File: config.mk
export PLATFORM = sky130hd
export DESIGN_NAME = firmware_upload_sequencer
export DESIGN_NICKNAME = d
export VERILOG_FILES = /design/src/hw/rtl/fus_pkg.sv /design/src/hw/rtl/fus_cfg_regs.sv /design/src/hw/rtl/fus_seq.sv /design/src/hw/rtl/firmware_upload_sequencer.sv
export SDC_FILE = /design/constraint.sdc
export NUM_CORES = 1
export LEC_CHECK = 0
export BUFFER_PORTS_ARGS = -buffer_cell sky130_fd_sc_hd__buf_2
export CORE_MARGIN = 3
export CORE_UTILIZATION = 52
export DETAILED_ROUTE_END_ITERATION = 8
export PLACE_DENSITY = 0.77
export SLEW_MARGIN = 40
export SYNTH_ARGS = -nofsm -noshare
export SYNTH_HDL_FRONTEND = slang
export SYNTH_SLANG_ARGS = --single-unit
File: constraint.sdc
create_clock -name aclk -period 5.36 [get_ports aclk]
set_clock_uncertainty 0.1 [all_clocks]
set_input_delay 0.536 -clock aclk [delete_from_list [all_inputs] [get_ports aclk]]
set_output_delay 0.536 -clock aclk [all_outputs]
set_load 0.01 [all_outputs]
File: src/hw/rtl/fus_pkg.sv
// Shared types, constants and register map of the firmware upload sequencer.
// No dependencies; every other RTL file refers to it by scoped names.
`default_nettype none

package fus_pkg;

    // Sequencing constants
    localparam int CHUNK_BYTES         = 192;
    localparam int RETRY_LIMIT         = 5;
    localparam int ACK_TIMEOUT_TICKS   = 350;
    localparam int START_TIMEOUT_TICKS = 500;
    localparam int BOOT_OFFSET_BASE    = 1024 * 2 * 50;
    localparam int APP_OFFSET_BASE     = 8;

    // Field widths
    localparam int SIZE_W    = 20;
    localparam int CRC_W     = 16;
    localparam int ID_W      = 8;
    localparam int PTR_W     = 21;
    localparam int OFFSET_W  = 22;
    localparam int RETRY_W   = 3;
    localparam int TIMER_W   = 9;
    localparam int STATUS_W  = 4;
    localparam int ACK_W     = 8;
    localparam int APB_DW    = 32;
    localparam int APB_AW    = 5;
    localparam int REG_IDX_W = 3;

    typedef enum logic [1:0] {
        OP_START  = 2'd0,
        OP_TICK   = 2'd1,
        OP_ACK    = 2'd2,
        OP_CANCEL = 2'd3
    } opcode_t;

    typedef enum logic [1:0] {
        PH_ERASE = 2'd0,
        PH_CRC   = 2'd1,
        PH_DATA  = 2'd2
    } phase_t;

    typedef enum logic [STATUS_W-1:0] {
        ST_ERASE    = 4'd0,
        ST_CRC      = 4'd1,
        ST_DATA     = 4'd2,
        ST_ERASE_TO = 4'd3,
        ST_CRC_TO   = 4'd4,
        ST_DATA_TO  = 4'd5,
        ST_DONE     = 4'd6,
        ST_CANCEL   = 4'd7,
        ST_IDLE     = 4'd8
    } status_t;

    typedef enum logic [1:0] {
        PKT_ERASE = 2'd0,
        PKT_CRC   = 2'd1,
        PKT_DATA  = 2'd2,
        PKT_JUMP  = 2'd3
    } pkt_kind_t;

    // Which packet one event sends
    typedef enum logic [2:0] {
        ACT_NONE  = 3'd0,
        ACT_ERASE = 3'd1,
        ACT_CRC   = 3'd2,
        ACT_DATA  = 3'd3,
        ACT_JUMP  = 3'd4
    } pkt_act_t;

    typedef enum logic [REG_IDX_W-1:0] {
        REG_IMAGE_SIZE      = 3'd0,
        REG_IMAGE_CRC       = 3'd1,
        REG_BOOTLOADER_MODE = 3'd2,
        REG_FORWARD_TO_CAN  = 3'd3,
        REG_CAN_ID          = 3'd4
    } reg_idx_t;

    typedef struct packed {
        logic [SIZE_W-1:0] image_size;
        logic [CRC_W-1:0]  image_crc;
        logic              bootloader_mode;
        logic              forward_to_can;
        logic [ID_W-1:0]   can_id;
    } cfg_t;

    typedef struct packed {
        opcode_t          opcode;
        logic [ACK_W-1:0] ack_status;
    } in_word_t;

    typedef struct packed {
        logic                packet_valid;
        logic [1:0]          packet_kind;
        logic                forward_can;
        logic [ID_W-1:0]     forward_id;
        logic [OFFSET_W-1:0] packet_offset;
        logic [SIZE_W-1:0]   packet_length;
        logic [CRC_W-1:0]    packet_crc;
        logic                uploading;
        logic [STATUS_W-1:0] status;
        logic [PTR_W-1:0]    progress_bytes;
    } out_word_t;

endpackage

`default_nettype wire

File: src/hw/rtl/fus_cfg_regs.sv
// APB configuration register file of the firmware upload sequencer.
// Depends on fus_pkg for the register map and the cfg_t bundle.
`default_nettype none

module fus_cfg_regs (
    input  wire logic                        aclk,
    input  wire logic                        aresetn,
    input  wire logic                        psel,
    input  wire logic                        penable,
    input  wire logic                        pwrite,
    input  wire logic [fus_pkg::APB_AW-1:0]  paddr,
    input  wire logic [fus_pkg::APB_DW-1:0]  pwdata,
    output logic      [fus_pkg::APB_DW-1:0]  prdata,
    output logic                             pready,
    output fus_pkg::cfg_t                    cfg
);

    fus_pkg::cfg_t    cfg_reg;
    fus_pkg::cfg_t    cfg_next;
    fus_pkg::reg_idx_t reg_idx;
    logic             wr_en;

    assign pready  = 1'b1;
    assign reg_idx = fus_pkg::reg_idx_t'(paddr[fus_pkg::APB_AW-1:2]);
    assign wr_en   = psel && penable && pwrite && pready;
    assign cfg     = cfg_reg;

    always_comb begin
        cfg_next = cfg_reg;
        if (wr_en) begin
            case (reg_idx)
                fus_pkg::REG_IMAGE_SIZE:
                    cfg_next.image_size = pwdata[fus_pkg::SIZE_W-1:0];
                fus_pkg::REG_IMAGE_CRC:
                    cfg_next.image_crc = pwdata[fus_pkg::CRC_W-1:0];
                fus_pkg::REG_BOOTLOADER_MODE:
                    cfg_next.bootloader_mode = pwdata[0];
                fus_pkg::REG_FORWARD_TO_CAN:
                    cfg_next.forward_to_can = pwdata[0];
                fus_pkg::REG_CAN_ID:
                    cfg_next.can_id = pwdata[fus_pkg::ID_W-1:0];
                default: ;
            endcase
        end
    end

    always_comb begin
        case (reg_idx)
            fus_pkg::REG_IMAGE_SIZE:
                prdata = fus_pkg::APB_DW'(cfg_reg.image_size);
            fus_pkg::REG_IMAGE_CRC:
                prdata = fus_pkg::APB_DW'(cfg_reg.image_crc);
            fus_pkg::REG_BOOTLOADER_MODE:
                prdata = fus_pkg::APB_DW'(cfg_reg.bootloader_mode);
            fus_pkg::REG_FORWARD_TO_CAN:
                prdata = fus_pkg::APB_DW'(cfg_reg.forward_to_can);
            fus_pkg::REG_CAN_ID:
                prdata = fus_pkg::APB_DW'(cfg_reg.can_id);
            default:
                prdata = '0;
        endcase
    end

    always_ff @(posedge aclk) begin
        if (!aresetn) begin
            cfg_reg <= '0;
        end else begin
            cfg_reg <= cfg_next;
        end
    end

endmodule

`default_nettype wire

File: src/hw/rtl/fus_seq.sv
// Upload sequencer state and per-event logic: phase, retries, tick timer,
// byte pointer and status, plus the packet descriptor of each event. Uses fus_pkg.
`default_nettype none

module fus_seq (
    input  wire logic              aclk,
    input  wire logic              aresetn,
    input  wire logic              step_en,
    input  wire fus_pkg::in_word_t evt,
    input  wire fus_pkg::cfg_t     cfg,
    output fus_pkg::out_word_t     result
);

    localparam logic [fus_pkg::RETRY_W-1:0] RetryFull =
        fus_pkg::RETRY_W'(fus_pkg::RETRY_LIMIT);
    localparam logic [fus_pkg::RETRY_W-1:0] RetryFirst =
        fus_pkg::RETRY_W'(fus_pkg::RETRY_LIMIT - 1);
    localparam logic [fus_pkg::TIMER_W-1:0] AckTicks =
        fus_pkg::TIMER_W'(fus_pkg::ACK_TIMEOUT_TICKS);
    localparam logic [fus_pkg::TIMER_W-1:0] StartTicks =
        fus_pkg::TIMER_W'(fus_pkg::START_TIMEOUT_TICKS);
    localparam logic [fus_pkg::PTR_W-1:0] ChunkStep =
        fus_pkg::PTR_W'(fus_pkg::CHUNK_BYTES);
    localparam logic [fus_pkg::SIZE_W:0] ChunkLen =
        (fus_pkg::SIZE_W + 1)'(fus_pkg::CHUNK_BYTES);

    logic                            active_reg,  active_next;
    fus_pkg::phase_t                 phase_reg,   phase_next;
    logic [fus_pkg::RETRY_W-1:0]     retries_reg, retries_next;
    logic [fus_pkg::TIMER_W-1:0]     timer_reg,   timer_next;
    logic [fus_pkg::PTR_W-1:0]       ptr_reg,     ptr_next;
    fus_pkg::status_t                status_reg,  status_next;
    logic                            boot_reg,    boot_next;
    fus_pkg::pkt_act_t               act;

    logic                            do_update;
    logic                            failed;
    logic [fus_pkg::PTR_W-1:0]       ptr_inc;
    logic [fus_pkg::SIZE_W:0]        size_ext;
    logic [fus_pkg::SIZE_W:0]        bytes_left;
    logic [fus_pkg::OFFSET_W-1:0]    data_base;

    assign ptr_inc  = ptr_reg + ChunkStep;
    assign size_ext = {1'b0, cfg.image_size};

    // Next-state logic: one event, applied in order like the upload protocol.
    always_comb begin
        active_next  = active_reg;
        phase_next   = phase_reg;
        retries_next = retries_reg;
        timer_next   = timer_reg;
        ptr_next     = ptr_reg;
        status_next  = status_reg;
        boot_next    = boot_reg;
        act          = fus_pkg::ACT_NONE;
        do_update    = 1'b0;
        failed       = 1'b0;

        case (evt.opcode)
            fus_pkg::OP_START: begin
                boot_next   = cfg.bootloader_mode;
                active_next = 1'b1;
                ptr_next    = '0;
                if (cfg.bootloader_mode) begin
                    // Skip erase and CRC; first data chunk goes out at once
                    phase_next   = fus_pkg::PH_DATA;
                    retries_next = RetryFirst;
                    timer_next   = AckTicks;
                    status_next  = fus_pkg::ST_DATA;
                    act          = fus_pkg::ACT_DATA;
                end else begin
                    phase_next   = fus_pkg::PH_ERASE;
                    retries_next = RetryFull;
                    timer_next   = StartTicks;
                    status_next  = fus_pkg::ST_ERASE;
                    act          = fus_pkg::ACT_ERASE;
                end
            end
            fus_pkg::OP_TICK: begin
                if (active_reg) begin
                    if (timer_reg != '0) begin
                        timer_next = timer_reg - 1'b1;
                    end else begin
                        do_update = 1'b1;
                        failed    = 1'b1;
                    end
                end
            end
            fus_pkg::OP_ACK: begin
                do_update = active_reg;
                failed    = (evt.ack_status == '0);
            end
            fus_pkg::OP_CANCEL: begin
                if (active_reg) begin
                    active_next = 1'b0;
                    ptr_next    = '0;
                    phase_next  = fus_pkg::PH_ERASE;
                    status_next = fus_pkg::ST_CANCEL;
                end
            end
            default: ;
        endcase

        if (do_update) begin
            case (phase_reg)
                fus_pkg::PH_ERASE: begin
                    if (failed) begin
                        // Erase gets no resend
                        active_next = 1'b0;
                        ptr_next    = '0;
                        status_next = fus_pkg::ST_ERASE_TO;
                    end else begin
                        phase_next   = fus_pkg::PH_CRC;
                        retries_next = RetryFirst;
                        timer_next   = AckTicks;
                        status_next  = fus_pkg::ST_CRC;
                        act          = fus_pkg::ACT_CRC;
                    end
                end
                fus_pkg::PH_CRC: begin
                    if (!failed) begin
                        phase_next   = fus_pkg::PH_DATA;
                        retries_next = RetryFirst;
                        timer_next   = AckTicks;
                        status_next  = fus_pkg::ST_DATA;
                        act          = fus_pkg::ACT_DATA;
                    end else if (retries_reg != '0) begin
                        retries_next = retries_reg - 1'b1;
                        timer_next   = AckTicks;
                        status_next  = fus_pkg::ST_CRC;
                        act          = fus_pkg::ACT_CRC;
                    end else begin
                        active_next = 1'b0;
                        ptr_next    = '0;
                        phase_next  = fus_pkg::PH_ERASE;
                        status_next = fus_pkg::ST_CRC_TO;
                    end
                end
                fus_pkg::PH_DATA: begin
                    if (!failed) begin
                        timer_next = AckTicks;
                        if ({1'b0, ptr_inc} >= {1'b0, size_ext}) begin
                            // Last chunk acknowledged
                            retries_next = RetryFull;
                            active_next  = 1'b0;
                            ptr_next     = '0;
                            phase_next   = fus_pkg::PH_ERASE;
                            status_next  = fus_pkg::ST_DONE;
                            if (!boot_reg) begin
                                act = fus_pkg::ACT_JUMP;
                            end
                        end else begin
                            ptr_next     = ptr_inc;
                            retries_next = RetryFirst;
                            status_next  = fus_pkg::ST_DATA;
                            act          = fus_pkg::ACT_DATA;
                        end
                    end else if (retries_reg != '0) begin
                        retries_next = retries_reg - 1'b1;
                        timer_next   = AckTicks;
                        status_next  = fus_pkg::ST_DATA;
                        act          = fus_pkg::ACT_DATA;
                    end else begin
                        active_next = 1'b0;
                        ptr_next    = '0;
                        phase_next  = fus_pkg::PH_ERASE;
                        status_next = fus_pkg::ST_DATA_TO;
                    end
                end
                default: ;
            endcase
        end
    end

    // Output logic: packet descriptor built from the chosen action.
    always_comb begin
        bytes_left = ({1'b0, ptr_next} < {1'b0, size_ext}) ?
                     (size_ext - ptr_next[fus_pkg::SIZE_W:0]) : '0;
        data_base  = boot_next ? fus_pkg::OFFSET_W'(fus_pkg::BOOT_OFFSET_BASE)
                               : fus_pkg::OFFSET_W'(fus_pkg::APP_OFFSET_BASE);

        result                = '0;
        result.uploading      = active_next;
        result.status         = status_next;
        result.progress_bytes = ptr_next;

        case (act)
            fus_pkg::ACT_ERASE: begin
                result.packet_valid  = 1'b1;
                result.packet_kind   = fus_pkg::PKT_ERASE;
                result.packet_length = cfg.image_size;
            end
            fus_pkg::ACT_CRC: begin
                result.packet_valid  = 1'b1;
                result.packet_kind   = fus_pkg::PKT_CRC;
                result.packet_length = cfg.image_size;
                result.packet_crc    = cfg.image_crc;
            end
            fus_pkg::ACT_DATA: begin
                result.packet_valid  = 1'b1;
                result.packet_kind   = fus_pkg::PKT_DATA;
                result.packet_offset = {1'b0, ptr_next} + data_base;
                result.packet_length = (bytes_left > ChunkLen) ?
                                       ChunkLen[fus_pkg::SIZE_W-1:0] :
                                       bytes_left[fus_pkg::SIZE_W-1:0];
            end
            fus_pkg::ACT_JUMP: begin
                result.packet_valid = 1'b1;
                result.packet_kind  = fus_pkg::PKT_JUMP;
            end
            default: ;
        endcase

        if (result.packet_valid && cfg.forward_to_can) begin
            result.forward_can = 1'b1;
            result.forward_id  = cfg.can_id;
        end
    end

    always_ff @(posedge aclk) begin
        if (!aresetn) begin
            active_reg  <= 1'b0;
            phase_reg   <= fus_pkg::PH_ERASE;
            retries_reg <= '0;
            timer_reg   <= '0;
            ptr_reg     <= '0;
            status_reg  <= fus_pkg::ST_IDLE;
            boot_reg    <= 1'b0;
        end else if (step_en) begin
            active_reg  <= active_next;
            phase_reg   <= phase_next;
            retries_reg <= retries_next;
            timer_reg   <= timer_next;
            ptr_reg     <= ptr_next;
            status_reg  <= status_next;
            boot_reg    <= boot_next;
        end
    end

endmodule

`default_nettype wire

File: src/hw/rtl/firmware_upload_sequencer.sv
// Top level of the firmware upload sequencer: event input register, result
// register and APB port. Instantiates fus_cfg_regs and fus_seq; uses fus_pkg.
//
// Usage:
//   Program image_size, image_crc, bootloader_mode, forward_to_can and can_id
//   over APB (byte addresses 0x00..0x10) while no event is in flight, then feed
//   events (start, tick, acknowledge, cancel) on the s_ channel. Every event
//   yields exactly one word on the m_ channel: an optional packet descriptor
//   (kind, offset, length, CRC, CAN forward prefix) plus uploading flag,
//   status and byte pointer after the event.
// Pipeline and throughput:
//   An accepted event passes the input register, then the result register,
//   before it shows up on m_. One event per cycle is sustained while m_ready
//   is high: the sequencer state updates in the same cycle the event moves
//   into the result register, so the next event sees it immediately.
// Stalls:
//   When m_ready is low the result word holds; the input register still takes
//   one more event, then s_ready drops until the result is taken.
// Reset:
//   aresetn low (synchronous) empties both registers, clears configuration to
//   zero and returns the sequencer to idle (status 8, no upload running).
`default_nettype none

module firmware_upload_sequencer (
    input  wire logic                        aclk,
    input  wire logic                        aresetn,
    // Event channel
    input  wire logic                        s_valid,
    output logic                             s_ready,
    input  wire fus_pkg::in_word_t           s_data,
    // Result channel
    output logic                             m_valid,
    input  wire logic                        m_ready,
    output fus_pkg::out_word_t               m_data,
    // Configuration port
    input  wire logic                        psel,
    input  wire logic                        penable,
    input  wire logic                        pwrite,
    input  wire logic [fus_pkg::APB_AW-1:0]  paddr,
    input  wire logic [fus_pkg::APB_DW-1:0]  pwdata,
    output logic      [fus_pkg::APB_DW-1:0]  prdata,
    output logic                             pready
);

    fus_pkg::cfg_t      cfg;
    fus_pkg::in_word_t  in_data_reg;
    logic               in_valid_reg;
    fus_pkg::out_word_t out_data_reg;
    logic               out_valid_reg;
    fus_pkg::out_word_t step_result;
    logic               advance;

    // Move the held event into the result register when that slot is free
    // or being emptied this cycle.
    assign advance = in_valid_reg && (!out_valid_reg || m_ready);
    assign s_ready = !in_valid_reg || advance;
    assign m_valid = out_valid_reg;
    assign m_data  = out_data_reg;

    fus_cfg_regs u_cfg (
        .aclk    (aclk),
        .aresetn (aresetn),
        .psel    (psel),
        .penable (penable),
        .pwrite  (pwrite),
        .paddr   (paddr),
        .pwdata  (pwdata),
        .prdata  (prdata),
        .pready  (pready),
        .cfg     (cfg)
    );

    fus_seq u_seq (
        .aclk    (aclk),
        .aresetn (aresetn),
        .step_en (advance),
        .evt     (in_data_reg),
        .cfg     (cfg),
        .result  (step_result)
    );

    // Input register: hold an event until it can advance.
    always_ff @(posedge aclk) begin
        if (!aresetn) begin
            in_valid_reg <= 1'b0;
        end else if (s_ready) begin
            in_valid_reg <= s_valid;
        end
    end

    always_ff @(posedge aclk) begin
        if (s_ready && s_valid) begin
            in_data_reg <= s_data;
        end
    end

    // Result register: load on advance, drop once taken.
    always_ff @(posedge aclk) begin
        if (!aresetn) begin
            out_valid_reg <= 1'b0;
        end else if (advance) begin
            out_valid_reg <= 1'b1;
        end else if (m_ready) begin
            out_valid_reg <= 1'b0;
        end
    end

    always_ff @(posedge aclk) begin
        if (advance) begin
            out_data_reg <= step_result;
        end
    end

endmodule

`default_nettype wire

==> impl_metrics.py <==
metrics = {
    "outcome": {
        "status": "complete, but fails checks",
        "failed_checks": "setup timing",
    },
    "sta": {
        "fin_crit_ps": 5703,
        "tightest_slew_ps": 846.2,
        "finalHoldViolations": 0,
        "max_freq_ghz": 0.1753,
        "relSlewSlack_pct": 43.59,
        "rsz0062_at_grt": "yes",
        "report.final.slew_viol_count": 0,
        "setup_ws_ps": -343.3,
        "finalCritPeriodShare_pct": 106.4,
        "setup_viol_count_final": 8,
    },
    "detailed_routing": {
        "drc_errors": 0,
        "dr.pass1.iters": 5,
        "vias": 10300,
        "viasPerCell": 5.748,
        "ant_nets": 0,
        "post_drt_wl_per_cell_um": 18.82,
        "drt_iter0_drc": 877,
        "routed_wl_mm": 33.73,
    },
    "power_and_ir_drop": {
        "clock_power_share_pct": 37.3,
        "pwr_density_cell_nw_per_um2": 247.8,
        "vdd_drop_max_uv": 235.2,
        "swShare_pct": 29.43,
        "seqPwrFrac_pct": 46.3,
        "p_comb_share_pct": 16.5,
        "intPower_mw": 2.520,
        "total_power_mw": 3.571,
        "switchingPower_mw": 1.051,
        "p_leak_nw": 6.093,
    },
    "global_routing": {
        "track_usage_pct": 27.77,
        "antenna_found_initial": 0,
        "grt_pass1_vias": 9825,
        "grt-ovfl-total": 0,
        "grt_max_degree": 85,
        "grt_pass1_wl_mm": 52.33,
    },
    "floorplan": {
        "die_h_um": 152.8,
        "start_util_pct": 53.17,
        "row_count": 53,
        "io_pins": 185,
        "core_area_um2": 21090,
        "dieArea_um2": 23360,
        "die_w_um": 152.8,
    },
    "finish": {
        "final_nets": 1616,
        "largest_reg_flops": 96,
        "drive_above_1_share_pct": 30.92,
        "area_growth_pct": 28.53,
        "fill_cells": 1622,
        "insertedDiodeCount": 0,
    },
    "logic_synthesis": {
        "yosysTopAreaCell": "edfxtp_1",
        "async_flop_share_pct": 0,
        "synthFlopType": "edfxtp_1",
        "yosysMostFrequentCell": "nand2_1",
        "synthAdderAreaFrac_pct": 6.539,
        "muxShareOfSynthArea_pct": 2.857,
        "netlist_area_um2": 11210,
        "yosys_warnings": 0,
        "synthTopCellsByCount": "nand2_1, edfxtp_1, nor2_1",
        "synth-simple-area-share_pct": 21.20,
        "synth_cell_types": 84,
        "synth_top_cell_area_share_pct": 28.39,
        "syn_avg_cell_area_um2": 9.298,
        "synth_xor_area_share_pct": 2.343,
        "synth_edf_count": 106,
        "yosys_register_bits": 195,
        "yosysSeqAreaShare_pct": 44.28,
        "syn_inst": 1206,
        "synth_top_family_by_area": "simple AND/OR/NAND/NOR gates",
        "synth_compound_area_share_pct": 17.54,
        "synth.area.top_cells": "edfxtp_1, dfxtp_1, ha_1",
    },
    "worst_setup_path": {
        "cp.arrival_ps": 5800,
        "cp_num_buf_inv": 3,
        "endpoint_kind": "register",
        "path_class": "reg -> reg",
        "cp_max_fo": 4,
        "cpPeakStageDelay_ps": 410,
        "startpoint_type": "register",
        "cp_slowest_cell": "nor4_4",
        "crit_required_ps": 5450,
        "cpMostUsedCell": "nor2_4",
        "crit_family": "simple AND/OR/NAND/NOR gates",
    },
    "place": {
        "gp_congestion": 0.9842,
        "numPortBuffers": 157,
        "dp_slack_ps": -436.7,
        "dp_hpwl_mm": 24.38,
    },
    "clock_network": {
        "cts_tree": "done",
        "cts_max_level": 4,
        "clk_path_buf_depth": 2,
        "clock_sinks": 195,
        "cts_root_buf": "clkbuf_16",
        "clk_latency_ps": 450,
        "clk_pin_slew_worst_paths_ps": 90,
        "cts_made_buffers": 17,
    },
    "job": {
        "cap_violations": 0,
    },
    "hold_path": {
        "hold_path.class": "in -> reg",
    },
}
## per-layer routing
layer | part of all wire [%] | track usage (%) | vias up | wire, µm
met5 | 0 | 0 | - | 0
met4 | 2.9 | 10.22 | 0 | 992
met3 | 6.9 | 4.247 | 73 | 2337
met2 | 46 | 43.86 | 459 | 15560
met1 | 44 | 39.00 | 4871 | 14840
li1 | - | - | 4897 | -
## kinds of logic after synthesis
group	count (synthesis)
AND/OR/NAND/NOR	470
multiplexers	32
adder cells (fa/ha/maj)	58
AO/OA/AOI/OAI	279
flip-flops	195
XOR/XNOR	30
buffers and inverters	140
other	2
## timing repair
action	in CTS	in global routing
gates cloned	0	0
pin swaps	17	21
endpoints found under the setup margin	8	8
gates resized for setup	35	29
buffers inserted	10	8
hold buffers	0	0
## through the flow
stage	cells	utilization [%]	setup TNS, ps	hold WS [ps]	instance area [µm²]
6_report	1792	68.35	-2053	153.4	14410
5_1_grt	1792	68.35	-3979	145.3	14410
4_1_cts	1784	67.35	0	149.7	14200
3_5_place_dp	1742	63.35	-3268	349.3	13360
3_3_place_gp	1742	63.33	-2122	341.2	13350
2_1_floorplan	1217	-	0	329.1	11300
## path summary, 6_finish.rpt
path,startpoint,endpoint,slack [ps],cells past startpoint
setup / recovery,u_seq.ptr_reg[14],m_data[48],-340,27
hold / removal,s_data[8],in_data_reg[8],150,1
setup reg to reg,u_seq.ptr_reg[14],m_data[48],-340,27
hold reg to reg,u_seq.status_reg[3],u_seq.status_reg[3],370,2
## power groups by stage
stage	registers [mW]	logic (mW)	clock network, mW
6_report	1.65	0.588	1.33
5_1_grt	1.66	0.635	1.41
4_1_cts	1.65	0.563	1.34
3_5_place_dp	1.68	0.537	0
3_3_place_gp	1.68	0.529	0
2_1_floorplan	1.70	0.298	0
## layout make-up
| cell class | count | area [µm²] | area share, % |
|---|---|---|---|
| Inverter | 71 | 269.0 | 1.866 |
| Timing Repair Buffer | 337 | 2150 | 14.91 |
| Tap cell | 275 | 344.1 | 2.387 |
| Multi-Input combinational cell | 882 | 6055 | 42.01 |
| Clock buffer | 17 | 425.4 | 2.952 |
| Clock inverter | 15 | 201.4 | 1.398 |
| Sequential cell | 195 | 4969 | 34.47 |
## cells in the final DEF, fill, tap and decap left out, types with 10 or more instances in the layout
cell	synthesis	final
a21boi_0	43	42
a21o_1	11	11
a21oi_1	59	53
and2_1	32	31
and3_1	16	15
buf_2	4	157
buf_4	13	179
clkbuf_16	0	17
conb_1	2	13
dfxtp_1	89	86
edfxtp_1	106	106
ha_1	57	49
inv_1	70	67
mux2i_1	32	32
nand2_1	150	145
nand3_1	26	23
nand4_1	10	10
nor2_1	93	88
nor2b_1	27	27
nor3_1	41	39
o21a_1	14	14
o21ai_0	57	51
or2_2	12	11
xnor2_1	18	16
xor2_1	12	11
No activity file was read; power rests on OpenSTA's default activity.
